<file path="config.mk">
export PLATFORM = sky130hd
export DESIGN_NAME = caf_ctrl
export DESIGN_NICKNAME = d
export VERILOG_FILES = /design/src/sv/caf_pkg.sv /design/src/sv/caf_ctrl.sv
export SDC_FILE = /design/constraint.sdc
export NUM_CORES = 1
export LEC_CHECK = 0
export ABC_AREA = 1
export BUFFER_PORTS_ARGS = -buffer_cell sky130_fd_sc_hd__buf_2
export CAP_MARGIN = 20
export CORE_ASPECT_RATIO = 1.2
export CORE_MARGIN = 4
export CORE_UTILIZATION = 45
export CTS_CLUSTER_DIAMETER = 40
export DETAILED_ROUTE_END_ITERATION = 8
export PLACE_DENSITY = 0.71
export SKIP_CTS_REPAIR_TIMING = 1
export SYNTH_ARGS = -nofsm -noshare
export SYNTH_HDL_FRONTEND = slang
export SYNTH_SLANG_ARGS = --single-unit
</file>
<file path="constraint.sdc">
create_clock -name clk -period 3.2 [get_ports clk]
set_clock_uncertainty 0.1 [all_clocks]
set_input_delay 0.48 -clock clk [delete_from_list [all_inputs] [get_ports clk]]
set_output_delay 0.48 -clock clk [all_outputs]
set_load 0.01 [all_outputs]
</file>
<file path="src/sv/caf_pkg.sv">
package caf_pkg;

	localparam int CORDIC_STEPS_DEF = 16;
	localparam int SQRT_ITERS       = 24;
	localparam int CNT_W            = $clog2(SQRT_ITERS);
	localparam int IDX_W            = 2;
	localparam int CFG_W            = 17;

	localparam logic [20:0] GYRO_K = 21'd984334;

	localparam logic [IDX_W-1:0] REG_BLEND_WEIGHT = 2'd0;
	localparam logic [IDX_W-1:0] REG_MAX_INTERVAL = 2'd1;

	localparam logic [16:0] WEIGHT_ONE  = 17'd65536;
	localparam logic [16:0] WEIGHT_RST  = 17'd64225;
	localparam logic [15:0] MAX_IV_RST  = 16'd20000;

	typedef struct packed {
		logic [31:0]        timestamp_us;
		logic signed [15:0] accel_x;
		logic signed [15:0] accel_y;
		logic signed [15:0] accel_z;
		logic signed [19:0] rate_roll;
		logic signed [19:0] rate_pitch;
	} in_item_t;

	typedef struct packed {
		logic signed [19:0] roll_angle;
		logic signed [19:0] pitch_angle;
	} out_item_t;

	typedef enum logic [2:0] {
		MOP_GYRO,
		MOP_LO,
		MOP_STEP,
		MOP_WGYRO,
		MOP_WACC,
		MOP_SUM
	} mul_op_t;

	typedef struct packed {
		logic             ld_in;
		logic             init_a;
		logic             init_b;
		logic             cordic_en;
		logic             sqrt_en;
		logic             mul_en;
		logic             axis;
		mul_op_t          mop;
		logic [CNT_W-1:0] idx;
		logic             load_out;
	} cmd_t;

	typedef struct packed {
		logic in_ok;
	} stat_t;

	// arctan(2^-i) in Q16 degrees
	function automatic logic [21:0] atan_tab(input logic [CNT_W-1:0] i);
		logic [21:0] r;
		case (i)
			5'd0:  r = 22'd2949120;
			5'd1:  r = 22'd1740967;
			5'd2:  r = 22'd919879;
			5'd3:  r = 22'd466945;
			5'd4:  r = 22'd234379;
			5'd5:  r = 22'd117304;
			5'd6:  r = 22'd58666;
			5'd7:  r = 22'd29335;
			5'd8:  r = 22'd14668;
			5'd9:  r = 22'd7334;
			5'd10: r = 22'd3667;
			5'd11: r = 22'd1833;
			5'd12: r = 22'd917;
			5'd13: r = 22'd458;
			5'd14: r = 22'd229;
			5'd15: r = 22'd115;
			5'd16: r = 22'd57;
			5'd17: r = 22'd29;
			5'd18: r = 22'd14;
			5'd19: r = 22'd7;
			5'd20: r = 22'd4;
			5'd21: r = 22'd2;
			5'd22: r = 22'd1;
			default: r = 22'd0;
		endcase
		return r;
	endfunction

endpackage

</file>
<file path="src/sv/caf_ctrl.sv">
module caf_ctrl import caf_pkg::*; #(
	parameter int CORDIC_STEPS = CORDIC_STEPS_DEF
) (
	input  logic  clk,
	input  logic  arst_n,
	input  logic  in_valid,
	output logic  in_stall,
	output logic  out_valid,
	input  logic  out_stall,
	input  stat_t stat,
	output cmd_t  cmd
);

	typedef enum logic [2:0] {
		S_IDLE,
		S_INIT_A,
		S_RUN_A,
		S_INIT_B,
		S_RUN_B,
		S_MUL,
		S_OUT
	} state_t;

	localparam logic [CNT_W-1:0] CNT_LAST_A = CNT_W'(SQRT_ITERS - 1);
	localparam logic [CNT_W-1:0] CNT_LAST_B = CNT_W'(CORDIC_STEPS - 1);
	localparam logic [CNT_W-1:0] CNT_STEPS  = CNT_W'(CORDIC_STEPS);

	state_t           state_q;
	logic [CNT_W-1:0] cnt_q;
	logic             axis_q;
	mul_op_t          mop_q;
	logic             out_valid_q;

	logic accept_w, out_free_w;
	assign in_stall   = (state_q != S_IDLE);
	assign accept_w   = in_valid && !in_stall;
	assign out_free_w = !out_valid_q || !out_stall;
	assign out_valid  = out_valid_q;

	always_comb begin
		cmd           = '0;
		cmd.mop       = mop_q;
		cmd.axis      = axis_q;
		cmd.idx       = cnt_q;
		cmd.ld_in     = accept_w;
		cmd.init_a    = (state_q == S_INIT_A);
		cmd.init_b    = (state_q == S_INIT_B);
		cmd.sqrt_en   = (state_q == S_RUN_A);
		cmd.cordic_en = ((state_q == S_RUN_A) && (cnt_q < CNT_STEPS)) || (state_q == S_RUN_B);
		cmd.mul_en    = (state_q == S_MUL);
		cmd.load_out  = (state_q == S_OUT) && out_free_w;
	end

	always_ff @(posedge clk or negedge arst_n) begin
		if (!arst_n) begin
			state_q     <= S_IDLE;
			cnt_q       <= '0;
			axis_q      <= 1'b0;
			mop_q       <= MOP_GYRO;
			out_valid_q <= 1'b0;
		end else begin
			if ((state_q == S_OUT) && out_free_w)
				out_valid_q <= 1'b1;
			else if (out_valid_q && !out_stall)
				out_valid_q <= 1'b0;
			case (state_q)
				S_IDLE: begin
					if (accept_w && stat.in_ok)
						state_q <= S_INIT_A;
				end
				S_INIT_A: begin
					cnt_q   <= '0;
					state_q <= S_RUN_A;
				end
				S_RUN_A: begin
					cnt_q <= cnt_q + 1'b1;
					if (cnt_q == CNT_LAST_A)
						state_q <= S_INIT_B;
				end
				S_INIT_B: begin
					cnt_q   <= '0;
					state_q <= S_RUN_B;
				end
				S_RUN_B: begin
					cnt_q <= cnt_q + 1'b1;
					if (cnt_q == CNT_LAST_B) begin
						axis_q  <= 1'b0;
						mop_q   <= MOP_GYRO;
						state_q <= S_MUL;
					end
				end
				S_MUL: begin
					case (mop_q)
						MOP_GYRO:  mop_q <= MOP_LO;
						MOP_LO:    mop_q <= MOP_STEP;
						MOP_STEP:  mop_q <= MOP_WGYRO;
						MOP_WGYRO: mop_q <= MOP_WACC;
						MOP_WACC:  mop_q <= MOP_SUM;
						default: begin
							mop_q <= MOP_GYRO;
							if (axis_q)
								state_q <= S_OUT;
							else
								axis_q <= 1'b1;
						end
					endcase
				end
				S_OUT: begin
					if (out_free_w)
						state_q <= S_IDLE;
				end
				default: state_q <= S_IDLE;
			endcase
		end
	end

	// a new result never overwrites one that is still waiting
	a_no_overwrite: assert property (@(posedge clk) disable iff (!arst_n)
		cmd.load_out |-> (!out_valid_q || !out_stall))
		else $error("result register overwritten");

	a_load_shows: assert property (@(posedge clk) disable iff (!arst_n)
		cmd.load_out |=> out_valid_q)
		else $error("loaded result not presented");

	a_reject_idle: assert property (@(posedge clk) disable iff (!arst_n)
		(accept_w && !stat.in_ok) |=> (state_q == S_IDLE))
		else $error("rejected beat started work");

	a_run_b_bound: assert property (@(posedge clk) disable iff (!arst_n)
		(state_q == S_RUN_B) |-> (cnt_q < CNT_STEPS))
		else $error("CORDIC step count overrun");

endmodule

</file>
; ---- Yosys cells after proc, flatten, opt, wreduce, memory -nomap -nowiden
; Index checks and enable logic that the tools add are counted.
[totals]
ff_bits = 13
in_bits = 5
out_inout_bits = 18
elab_cells = 63
[classes]
addsub = 1
magnitude_cmp = 1
eq_ne = 18
n_mux = 16
n_reduce_logical = 22
[op_table]
columns = op, count
row1 = 3-bit two-way mux, 7
row2 = 3-bit one-hot mux with 7 select lines, 1
row3 = 3-bit one-hot mux with 5 select lines, 1
row4 = 3-bit by 2-bit == test with 1-bit output (second input constant), 4
row5 = 3-bit == test (second input constant), 4
row6 = 5-bit one-hot mux with 2 select lines, 1
row7 = 3-bit by 1-bit == test with 1-bit output (second input constant), 2
row8 = 3-bit zero test, 2
row9 = 2-bit by 1-bit inequality test with 1-bit output (second input constant), 3
row10 = 2-bit inequality test (second input constant), 3
row11 = 3-bit one-hot mux with 2 select lines, 1
row12 = 6-bit AND reduction, 1
row13 = 2-bit nonzero test, 3
row14 = 5-bit by 1-bit adder with 5-bit output (second input constant), 1
row15 = 5-bit by 4-bit == test with 1-bit output (second input constant), 1
row16 = 5-bit == test (second input constant), 1
row17 = 1-bit logical AND, 5
row18 = 5-bit less-than comparator (second input constant), 1
row19 = 5-bit OR reduction, 1
row20 = 1-bit two-way mux, 4
row21 = 2-bit OR reduction, 2
row22 = 1-bit zero test, 3
row23 = 3-bit AND reduction, 1
row24 = 3-bit nonzero test, 1
row25 = other kinds (3), 4

; ---- Depth between registers and ports, before layout
; Gate-level depths: netlist of the first run.
[logic_depth]
ltp_word = 6
ltp_mapped = 11
mapped_depth_nobuf = 11

; ---- Worst setup path after synthesis of the first run
; Ideal clock, no wire load.
[synth_path]
kind = flip-flop to flip-flop
start = register cnt_q[0]
end = register mop_q[2]
setup_ps = 121
arrival_time_ps = 1394
t_required_ps = 2979
slack_ps = 1585
path_stages_with_launch = 9
path_buffers = 0
synth_period_minus_slack_ps = 1615
cell_sequence = dfrtp_1 > ha_1 > nand2_1 > nor2_1 > ha_1 > inv_1 > a21oi_1 > nand2_1 > a21boi_1
[synth_via]
elab_chain_len = 3
[synth_rtl]
columns = item, line_no
row1 = start: declaration, caf_ctrl.sv:29  ; logic [CNT_W-1:0] cnt_q;
row2 = start signal: assignment, caf_ctrl.sv:76  ; cnt_q <= cnt_q + 1'b1;
row3 = start signal: assignment, caf_ctrl.sv:85  ; cnt_q <= cnt_q + 1'b1;
row4 = 5-bit by 4-bit == test with 1-bit output, caf_ctrl.sv:86  ; if (cnt_q == CNT_LAST_B) begin
row5 = 2-bit by 1-bit inequality test with 1-bit output (no line), -
row6 = 2-bit AND reduction (no line), -
row7 = end signal: assignment, caf_ctrl.sv:88  ; mop_q <= MOP_GYRO;
row8 = end signal: assignment, caf_ctrl.sv:94  ; MOP_GYRO: mop_q <= MOP_LO;
row9 = end signal: assignment, caf_ctrl.sv:95  ; MOP_LO: mop_q <= MOP_STEP;
row10 = end: declaration, caf_ctrl.sv:31  ; mul_op_t mop_q;
; No other way between the ends.
; A chain may end at the register's enable or synchronous reset.

==> results of run 1 <==
==> synth_stat cells <==
master	number
buf_4	2
buf_6	1
a21oi_1	2
nor2_4	1
nand3_1	12
dfrtp_1	13
a22oi_1	1
inv_2	4
nand2_1	26
ha_1	2
nand4_1	3
o21ai_1	4
o22ai_1	1
nor2_2	1
inv_1	14
a21boi_1	1
o21ai_0	7
nor2_1	13
nand2_2	3
nand3_2	1
==> critical path, delay by kind of cell (launching register included) <==
| kind | cells | cell delay [ns] |
|---|---|---|
| buffers and inverters | 2 | 0.29 |
| flip-flops | 1 | 0.50 |
| AND/OR/NAND/NOR | 1 | 0.12 |
| AO/OA/AOI/OAI | 1 | 0.15 |
==> state kept, by name (all words and copies together), names as in the netlist <==
register / count
out_valid: 1
axis_q: 1
mop_q: 3
cnt_q: 5
state_q: 3
==> worst paths after layout <==
kind	cells past startpoint	startpoint	slack [ns]	endpoint
setup / recovery	4	state_q[2]	1.29	cmd[12]
max in group asynchronous	2	arst_n	2.26	mop_q[0]
setup reg to reg	9	cnt_q[0]	1.51	axis_q
min in group asynchronous	2	arst_n	0.52	out_valid
hold / removal	3	out_stall	0.34	out_valid
hold reg to reg	2	out_valid	0.42	out_valid
==> through the flow <==
step,util,cell area [µm²]
after floorplan,-,802
after global placement,0.547,908
after detailed placement,0.547,908
after CTS,0.563,936
after global routing,0.569,946
final,0.569,946
==> per-layer routing <==
metal  vias up  routed length (µm)
met4         0                  13
met3         2                  91
met5         -                   0
met2        19                 848
met1       357                 720
li1        410                   -
==> power groups by stage <==
stage	combinational, mW	sequential [mW]	clock [mW]
after detailed placement	0.00623	0.167	0
after CTS	0.00627	0.164	0.104
after global routing	0.00778	0.164	0.113
final	0.00682	0.164	0.0998
after global placement	0.00612	0.167	0
after floorplan	0.000514	0.167	0
==> logic make-up after synthesis <==
kind of cell,after synthesis
buffers and inverters,21
DFF,13
AOI/OAI and AO/OA,16
adders and majority gates,2
and+or+nand+nor,60
==> layout make-up <==
| cell class | instances | area share |
|---|---|---|
| Multi-Input combinational cell | 78 | 0.405 |
| Sequential cell | 13 | 0.344 |
| Timing Repair Buffer | 23 | 0.127 |
| Inverter | 18 | 0.0714 |
| Clock buffer | 3 | 0.0238 |
| Tap cell | 18 | 0.0238 |
| Clock inverter | 1 | 0.00529 |
==> run_results.csv, run 1 <==
group,metric,value,unit
finish,layout_commonest_cell,"nand2_1",
synthesis,synth_xor_area_frac,0,
floorplanning,fp-row-count,16,
place,gp_congestion,0.812,
synthesis,synth.area.top_cells,"dfrtp_1 (41%), nand2_1 (12%), nand3_1 (7.5%)",
power_and_ir_drop,clockPowerShare,0.369,
synthesis,synthMuxAreaShare,0,
grt,use_met1,0.177,
floorplanning,fp.dieH,54.2,µm
drt,vias,788,
synthesis,synth_compound_area_frac,0.108,
synthesis,synth_adder_area_share,0.0312,
grt,grt_pass1_vias,707,
sta,fin_crit,1.91,ns
drt,firstDrtPassIters,4,
grt,gr-total-overflow,0,
synthesis,synth_area_per_cell,7.16,µm²
cts,htree_levels,1,
synthesis,ys_types,20,
drt,viasPerCell,5.12,
place,dp_slack,1.53,ns
synthesis,yosysTopAreaCell,"dfrtp_1",
finish,drive_above_1_share,0.265,
finish,multi_input_area,383,µm²
floorplanning,initial_core_util,0.483,
power_and_ir_drop,p_sw,0.0577,mW
sta,setup_slack,1.29,ns
cts,clock-root-buffer,"clkbuf_4",
finish,num-fill-cells,168,
power_and_ir_drop,p_int,0.213,mW
floorplanning,fp.dieW,46.5,µm
run,cap_violations,0,
cts,cts_tree,"built",
sta,hold_viol,0,
power_and_ir_drop,total_power,0.271,mW
power_and_ir_drop,seq_power_share,0.606,
grt,antenna_found_initial,0,
grt,grt_util_met2,0.268,
synthesis,synth_top_family_by_area,"simple AND/OR/NAND/NOR gates",
hold_path,holdCritPathClass,"in -> reg",
place,post-place-cells,149,
drt,drt-wirelength-per-cell,10.9,µm
finish,layout_common_cells,"nand2_1 (26), buf_2 (22), inv_1 (14)",
critical_path,cp_cell_sequence,"inv_2 -> nand3_2 -> o21ai_0 -> buf_2",
critical_path,cp.arrival,1.33,ns
sta,rsz0062_at_grt,"no",
drt,drt_wl_total,1670,µm
grt,use_met3,0.0329,
sta,maxSlewViolCount,0,
critical_path,crit_required,2.62,ns
power_and_ir_drop,peakVddDrop,0.211,mV
drt,drt-initial-drc-count,15,
grt,track_usage,0.156,
critical_path,cp_max_fo,9,
cts,clkTransAtPathRegs,0.08,ns
synthesis,synthCells,112,
floorplanning,io_pins,23,
power_and_ir_drop,power.density,286,nW/µm²
power_and_ir_drop,leakage,0.601,nW
drt,drc,0,
cts,cts_sinks,13,
finish,areaGrowthSynthToFinish,17.9,%
sta,fmax,524,MHz
critical_path,cp_slowest_cell,"dfrtp_1",
synthesis,synth_top_area_frac,0.406,
sta,hold_slack,0.345,ns
critical_path,startpoint_type,"flip-flop",
cts,cts_buffer_depth,2,
finish,final-instance-count-excl-fill,154,
synthesis,syn-num-nets,119,
power_and_ir_drop,p_sw_frac,0.213,
place,io_buffers,22,
synthesis,synth-simple-area-share,0.339,
synthesis,synth_warnings,0,
power_and_ir_drop,combPwrFrac,0.025,
cts,clk_latency,0.27,ns
sta,period_share,0.596,
place,post-dp-hpwl,1340,µm
grt,grt_pass1_wl,2810,µm
drt,drtAntennaViolNets,0,
floorplanning,coreArea,1660,µm²
sta,tightestPinTransition,0.318,ns
synthesis,synthesis.area,802,µm²
sta,tns,0,ns
synthesis,ys_ff_latch,13,
grt,grt_max_degree,14,
synthesis,ys_seq_area_frac,0.406,
run_status,outcome,"complete, no violations",
finish,regArea,325,µm²
critical_path,path_class,"reg -> out",
critical_path,cp-end-kind,"primary output",
sta,relSlewSlack,0.788,
cts,cts_made_buffers,3,
sta,finalSetupViolations,0,
finish,final_nets,144,
floorplanning,die-area,2520,µm²
critical_path,max_stage_delay,0.50,ns
finish,diodes,0,
grt,busiest_layer,"met2",
Note: power is estimated with default switching activity, not from simulation.
==> run 2: changes to the inputs <==
- ABC_AREA: 1 -> 0
- PLACE_DENSITY: 0.71 -> 0.69
- clock period: 3.2 -> 1.9 ns (I/O delays scaled with it)
==> run 2 against run 1 <==
  * Combinational power grew to 160 times the previous value
  * First-iteration DRC count grew 33%
  * Worst hold slack got worse by 0.17 ns
  * Die area increased by 15%
  * Non-clock buffer count grew 10
  * Synthesized area increased by 18%
  * Synthesized cell count decreased by 9.8%
  * Final area grew 18%
  * Core utilization up 1.5 points
  * Count of clock-buffer cells in the layout increased by 1
  * Sequential cell count did not move
  * Global-route usage increased by 0.21 points
==> run_results.csv, run 2 <==
group,metric,value,unit
critical_path,max_stage_delay,0.50,ns
synthesis,synth_top_area_frac,0.344,
sta,rsz0062_at_grt,"no",
synthesis,ys_ff_latch,13,
cts,cts_sinks,13,
sta,tightestPinTransition,0.302,ns
place,place_area,1050,µm²
grt,grt_pass1_wl,3570,µm
critical_path,timing.critical_path.buf_inv,1,
critical_path,cp_cell_sequence,"or3_1 -> a21oi_2 -> buf_2",
critical_path,path_class,"reg -> out",
drt,wl_met3,109,µm
power_and_ir_drop,peakVddDrop,0.951,mV
hold_path,hold_path_end,"out_valid",
sta,maxSlewViolCount,0,
drt,firstDrtPassIters,4,
synthesis,synth_commonest_cells,"dfrtp_1 (13), nand2_1 (9), o21ai_0 (7)",
drt,drt-initial-drc-count,20,
drt,drc,0,
sta,relSlewSlack,0.797,
finish,drive_above_1_share,0.354,
cts,cts_tree,"built",
synthesis,synth_area_per_cell,9.35,µm²
place,dp_slack,0.0273,ns
finish,largest_reg_flops,5,
floorplanning,fp-row-count,17,
finish,diodes,0,
floorplanning,coreArea,1910,µm²
drt,vias,839,
power_and_ir_drop,power.density,1660,nW/µm²
critical_path,cp_slowest_cell,"dfrtp_2",
finish,layout_common_cells,"buf_2 (22), dfrtp_1 (10), buf_4 (10)",
sta,fin_crit,1.84,ns
drt,top_layer_used,"met4",
finish,reg_top3,"cnt_q (5), mop_q (3), state_q (3)",
power_and_ir_drop,leakage,0.537,nW
drt,wl_met2,1010,µm
floorplanning,io_pins,23,
synthesis,synth_ff_type,"dfrtp_1",
finish,fin_area,1120,µm²
finish,layout_commonest_cell,"buf_2",
sta,setup_slack,0.0557,ns
floorplanning,initial_core_util,0.493,
synthesis,syn-num-nets,108,
finish,regMostFlops,"cnt_q",
place,gp_congestion,0.786,
critical_path,rrSetupSlack,0.08,ns
drt,viasPerCell,5.63,
drt,m1WireLength,1020,µm
sta,period_share,0.971,
synthesis,synth.area.top_cells,"dfrtp_1 (34%), o21ai_0 (3.7%), nand2_1 (3.6%)",
drt,drt_wl_total,2160,µm
floorplanning,fp.dieW,49.8,µm
synthesis,synthArstFlopShare,1.00,
run_status,outcome,"complete, no violations",
sta,hold_viol,0,
critical_path,reg2reg_from,"cnt_q[0]",
critical_path,worst_r2r_path_depth,6,
place,post-dp-hpwl,1590,µm
synthesis,ys_types,44,
grt,grt_pass1_vias,796,
drt,drt-wirelength-per-cell,14.5,µm
synthesis,synthCells,101,
grt,grt_max_degree,17,
hold_path,hp-start,"out_stall",
grt,track_usage,0.159,
finish,final_nets,138,
synthesis,synth_warnings,0,
critical_path,crit_required,1.51,ns
cts,clk_latency,0.28,ns
place,io_buffers,22,
critical_path,cp-end-kind,"primary output",
critical_path,r2r_end,"cnt_q[4]",
cts,cts_buffer_depth,2,
cts,clkTransAtPathRegs,0.08,ns
run,cap_violations,0,
floorplanning,die-area,2900,µm²
hold_path,holdCritPathClass,"in -> reg",
sta,finalSetupViolations,0,
cts,cts_made_buffers,3,
finish,areaGrowthSynthToFinish,18.4,%
critical_path,startpoint_type,"flip-flop",
grt,gr-total-overflow,0,
synthesis,yosysTopAreaCell,"dfrtp_1",
cts,htree_levels,1,
grt,antenna_found_initial,0,
hold_path,holdPathStages,3,
synthesis,ys_seq_area_frac,0.344,
critical_path,worst_path_dominant_cell_family,"flip-flops",
synthesis,synth.most_common_cell,"dfrtp_1",
sta,fmax,542,MHz
drt,drtAntennaViolNets,0,
floorplanning,fp.dieH,58.2,µm
critical_path,cp.arrival,1.46,ns
critical_path,cp_max_fo,12,
finish,num-fill-cells,181,
cts,clock-root-buffer,"clkbuf_4",
synthesis,synth_edf_count,0,
synthesis,synthesis.area,945,µm²
[run 2: tightest hold or removal path, stage by stage]
cell and delay (ns):
buf_2 0.10, nand2_1 0.08, nand2_1 0.06
[run 2: worst max path at each step]
stage | end | startpoint | slack, ns | cells past startpoint
floorplan | cnt_q[4] | cnt_q[0] | 0.05 | 6
global placement | cnt_q[4] | cnt_q[0] | 0.12 | 6
detailed placement | cnt_q[4] | cnt_q[0] | 0.03 | 6
CTS | cmd[12] | state_q[1] | -0.11 | 4
global route | cmd[15] | state_q[1] | 0.01 | 4
finish | cmd[12] | state_q[2] | 0.06 | 3
[run 2: power by group]
part / internal [mW] / total, mW / switching (mW)
logic: 0.563 / 1.10 / 0.539
registers: 0.392 / 0.570 / 0.178
clock network: 0.0815 / 0.179 / 0.0974
total: 1.04 / 1.85 / 0.815
[run 2: layout make-up]
| type | instances | area (µm²) | area share |
|---|---|---|---|
| clock buffers | 4 | 26.3 | 0.0235 |
| flip-flops and latches | 13 | 329 | 0.294 |
| multi-input cells | 74 | 522 | 0.466 |
| repair buffers | 33 | 195 | 0.174 |
| inverters | 6 | 22.5 | 0.0201 |
| well taps | 19 | 23.8 | 0.0213 |
[run 2: metrics by stage]
stage                     setup TNS [ns]   util  hold WS, ns  total power, mW  std cells
after floorplan                        0      -       -0.111             1.34        101
after global placement                 0  0.548       0.0960             1.58        141
after detailed placement               0  0.548       0.0913             1.62        141
after CTS                         -0.108  0.562       -0.213             1.80        145
after global routing                   0  0.584        0.173             2.01        149
final                                  0  0.584        0.173             1.85        149
[run 2: logic make-up (layout without fill, tap and decap cells)]
logic type	after synthesis	count (layout)	share of synthesized area
compound gates	31	31	0.245
xor+xnor	2	2	0.0185
fa+ha+maj	2	2	0.0265
buf+inv	14	43	0.110
flops	13	13	0.344
mux	3	3	0.0318
simple gates	36	36	0.224
[run 2: layer usage]
layer  vias up  GRT usage
met5         -          0
met4         0     0.0474
met3         2     0.0283
met2        23      0.268
met1       393      0.205
li1        421          -
==> run 3: changes to the inputs <==
--- a/config.mk
+++ b/config.mk
@@ -15,4 +15,5 @@
 export DETAILED_ROUTE_END_ITERATION = 8
 export PLACE_DENSITY = 0.69
+export RECOVER_POWER = 50
 export SKIP_CTS_REPAIR_TIMING = 1
 export SYNTH_ARGS = -nofsm -noshare
==> constraint.sdc (replaced) <==
create_clock -name clk -period 1.9 [get_ports clk]
set_clock_uncertainty 0.1 [all_clocks]
set_input_delay 0.095 -clock clk [delete_from_list [all_inputs] [get_ports clk]]
set_output_delay 0.095 -clock clk [all_outputs]
set_load 0.01 [all_outputs]
==> run 3 against run 2 <==
  * Worst setup slack better by 0.040 ns
  * Critical path depth up 3
  * Power down 3.5%
  * Clock power about the same
  * First-iteration DRC count down 25%
  * Combinational power down 7%
  * Sequential power up 3.5%
  * Cell count down 1.3%
  * Die area unchanged
  * Fmax up 2.2%
  * Core utilization down 1.8 points
  * Final area down 3.0%
==> run_results.csv, run 3 (synthesized netlist as in run 2, its figures left out) <==
group,metric,value,unit
run,cap_violations,0,
hold_path,holdCritPathClass,"in -> reg",
critical_path,crit_start,"cnt_q[0]",
cts,clkTransAtPathRegs,0.08,ns
finish,fin_util,0.567,
drt,drc,0,
cts,cts_buffer_depth,2,
power_and_ir_drop,power.density,1650,nW/µm²
sta,fmax,554,MHz
drt,drt-initial-drc-count,15,
finish,diodes,0,
place,io_buffers,22,
finish,areaGrowthSynthToFinish,14.8,%
floorplanning,die-area,2900,µm²
floorplanning,io_pins,23,
grt,grt_pass1_wl,3680,µm
place,post-dp-hpwl,1600,µm
drt,drt-wirelength-per-cell,14.4,µm
critical_path,cp_cell_sequence,"ha_2 -> and3_2 -> ha_1 -> and2_0 -> o32a_1 -> o21ai_1",
cts,clock-root-buffer,"clkbuf_4",
hold_path,hp-start,"out_stall",
place,place_area,1060,µm²
finish,layout_commonest_cell,"buf_2",
drt,viasPerCell,5.84,
power_and_ir_drop,peakVddDrop,0.802,mV
place,gp_congestion,0.710,
drt,firstDrtPassIters,4,
finish,fin_area,1080,µm²
grt,track_usage,0.164,
sta,relSlewSlack,0.502,
critical_path,max_stage_delay,0.39,ns
critical_path,cp_max_fo,4,
critical_path,reg2reg_from,"cnt_q[0]",
critical_path,startpoint_type,"flip-flop",
sta,period_share,0.950,
drt,drtAntennaViolNets,0,
sta,tightestPinTransition,0.747,ns
critical_path,timing.critical_path.buf_inv,0,
place,dp_slack,0.0815,ns
sta,maxSlewViolCount,0,
finish,final_nets,136,
sta,fin_crit,1.80,ns
critical_path,cp.arrival,1.92,ns
grt,antenna_found_initial,0,
critical_path,worst_path_dominant_cell_family,"adder cells",
cts,clk_latency,0.28,ns
finish,largest_reg_flops,5,
floorplanning,fp-row-count,17,
drt,drt_wl_total,2110,µm
cts,htree_levels,1,
grt,gr-total-overflow,0,
power_and_ir_drop,leakage,0.497,nW
run_status,outcome,"complete, no violations",
sta,hold_viol,0,
drt,vias,858,
floorplanning,coreArea,1910,µm²
grt,grt_pass1_vias,806,
critical_path,cp-end-kind,"flip-flop",
floorplanning,initial_core_util,0.493,
finish,layout_common_cells,"buf_2 (14), dfrtp_1 (11), clkbuf_1 (10)",
critical_path,path_class,"reg -> reg",
grt,grt_max_degree,20,
finish,regMostFlops,"cnt_q",
floorplanning,fp.dieW,49.8,µm
sta,finalSetupViolations,0,
cts,cts_sinks,13,
finish,reg_top3,"cnt_q (5), mop_q (3), state_q (3)",
sta,setup_slack,0.0959,ns
cts,cts_tree,"built",
floorplanning,fp.dieH,58.2,µm
critical_path,cp_slowest_cell,"dfrtp_1",
finish,drive_above_1_share,0.258,
cts,cts_made_buffers,3,
critical_path,crit_required,2.01,ns
==> run 3: layout make-up <==
| type | count | area, µm² |
|---|---|---|
| Clock buffer | 4 | 26.3 |
| Fill cell | 186 | 830 |
| Inverter | 6 | 22.5 |
| Multi-Input combinational cell | 74 | 518 |
| Sequential cell | 13 | 328 |
| Tap cell | 19 | 23.8 |
| Timing Repair Buffer | 31 | 166 |
==> run 3: worst paths after layout <==
check,to,slack (ns),cells after the start
worst max-delay path,cnt_q[4],0.1,6
worst min-delay path,out_valid,0.003,3
worst max register to register,cnt_q[4],0.1,6
worst min register to register,axis_q,0.43,1
max in group asynchronous,state_q[2],0.90,2
min in group asynchronous,cnt_q[2],0.29,2
==> run 3: metrics by stage <==
| stage | hold WS (ns) | power (mW) | cells | TNS, ns |
|---|---|---|---|---|
| after floorplan | -0.301 | 1.34 | 101 | 0 |
| after global placement | -0.0933 | 1.59 | 142 | 0 |
| after detailed placement | -0.0961 | 1.63 | 142 | 0 |
| after CTS | -0.396 | 1.81 | 146 | 0 |
| after global routing | 0.0238 | 1.96 | 147 | -0.0206 |
| final | 0.00312 | 1.79 | 147 | 0 |
==> run 3: worst register-to-register path, delay by kind of cell, from the launching register on <==
kind / cells / cell delay, ns
AOI/OAI and AO/OA: 2 / 0.39
adders and majority gates: 2 / 0.49
DFF: 1 / 0.39
and+or+nand+nor: 2 / 0.37
==> run 3: report_power, final <==
| part | total [mW] | leakage (nW) | internal, mW | switching (mW) |
|---|---|---|---|---|
| combinational | 1.02 | 0.321 | 0.518 | 0.500 |
| sequential | 0.590 | 0.161 | 0.389 | 0.201 |
| clock | 0.178 | 0.0150 | 0.0814 | 0.0966 |
==> run 3: per-layer routing <==
metal,up-vias,track usage,share of wire
li1,422,-,-
met1,411,0.181,0.44
met2,23,0.316,0.50
met3,2,0.0360,0.055
met4,0,0.0356,0.0028
met5,-,0,0
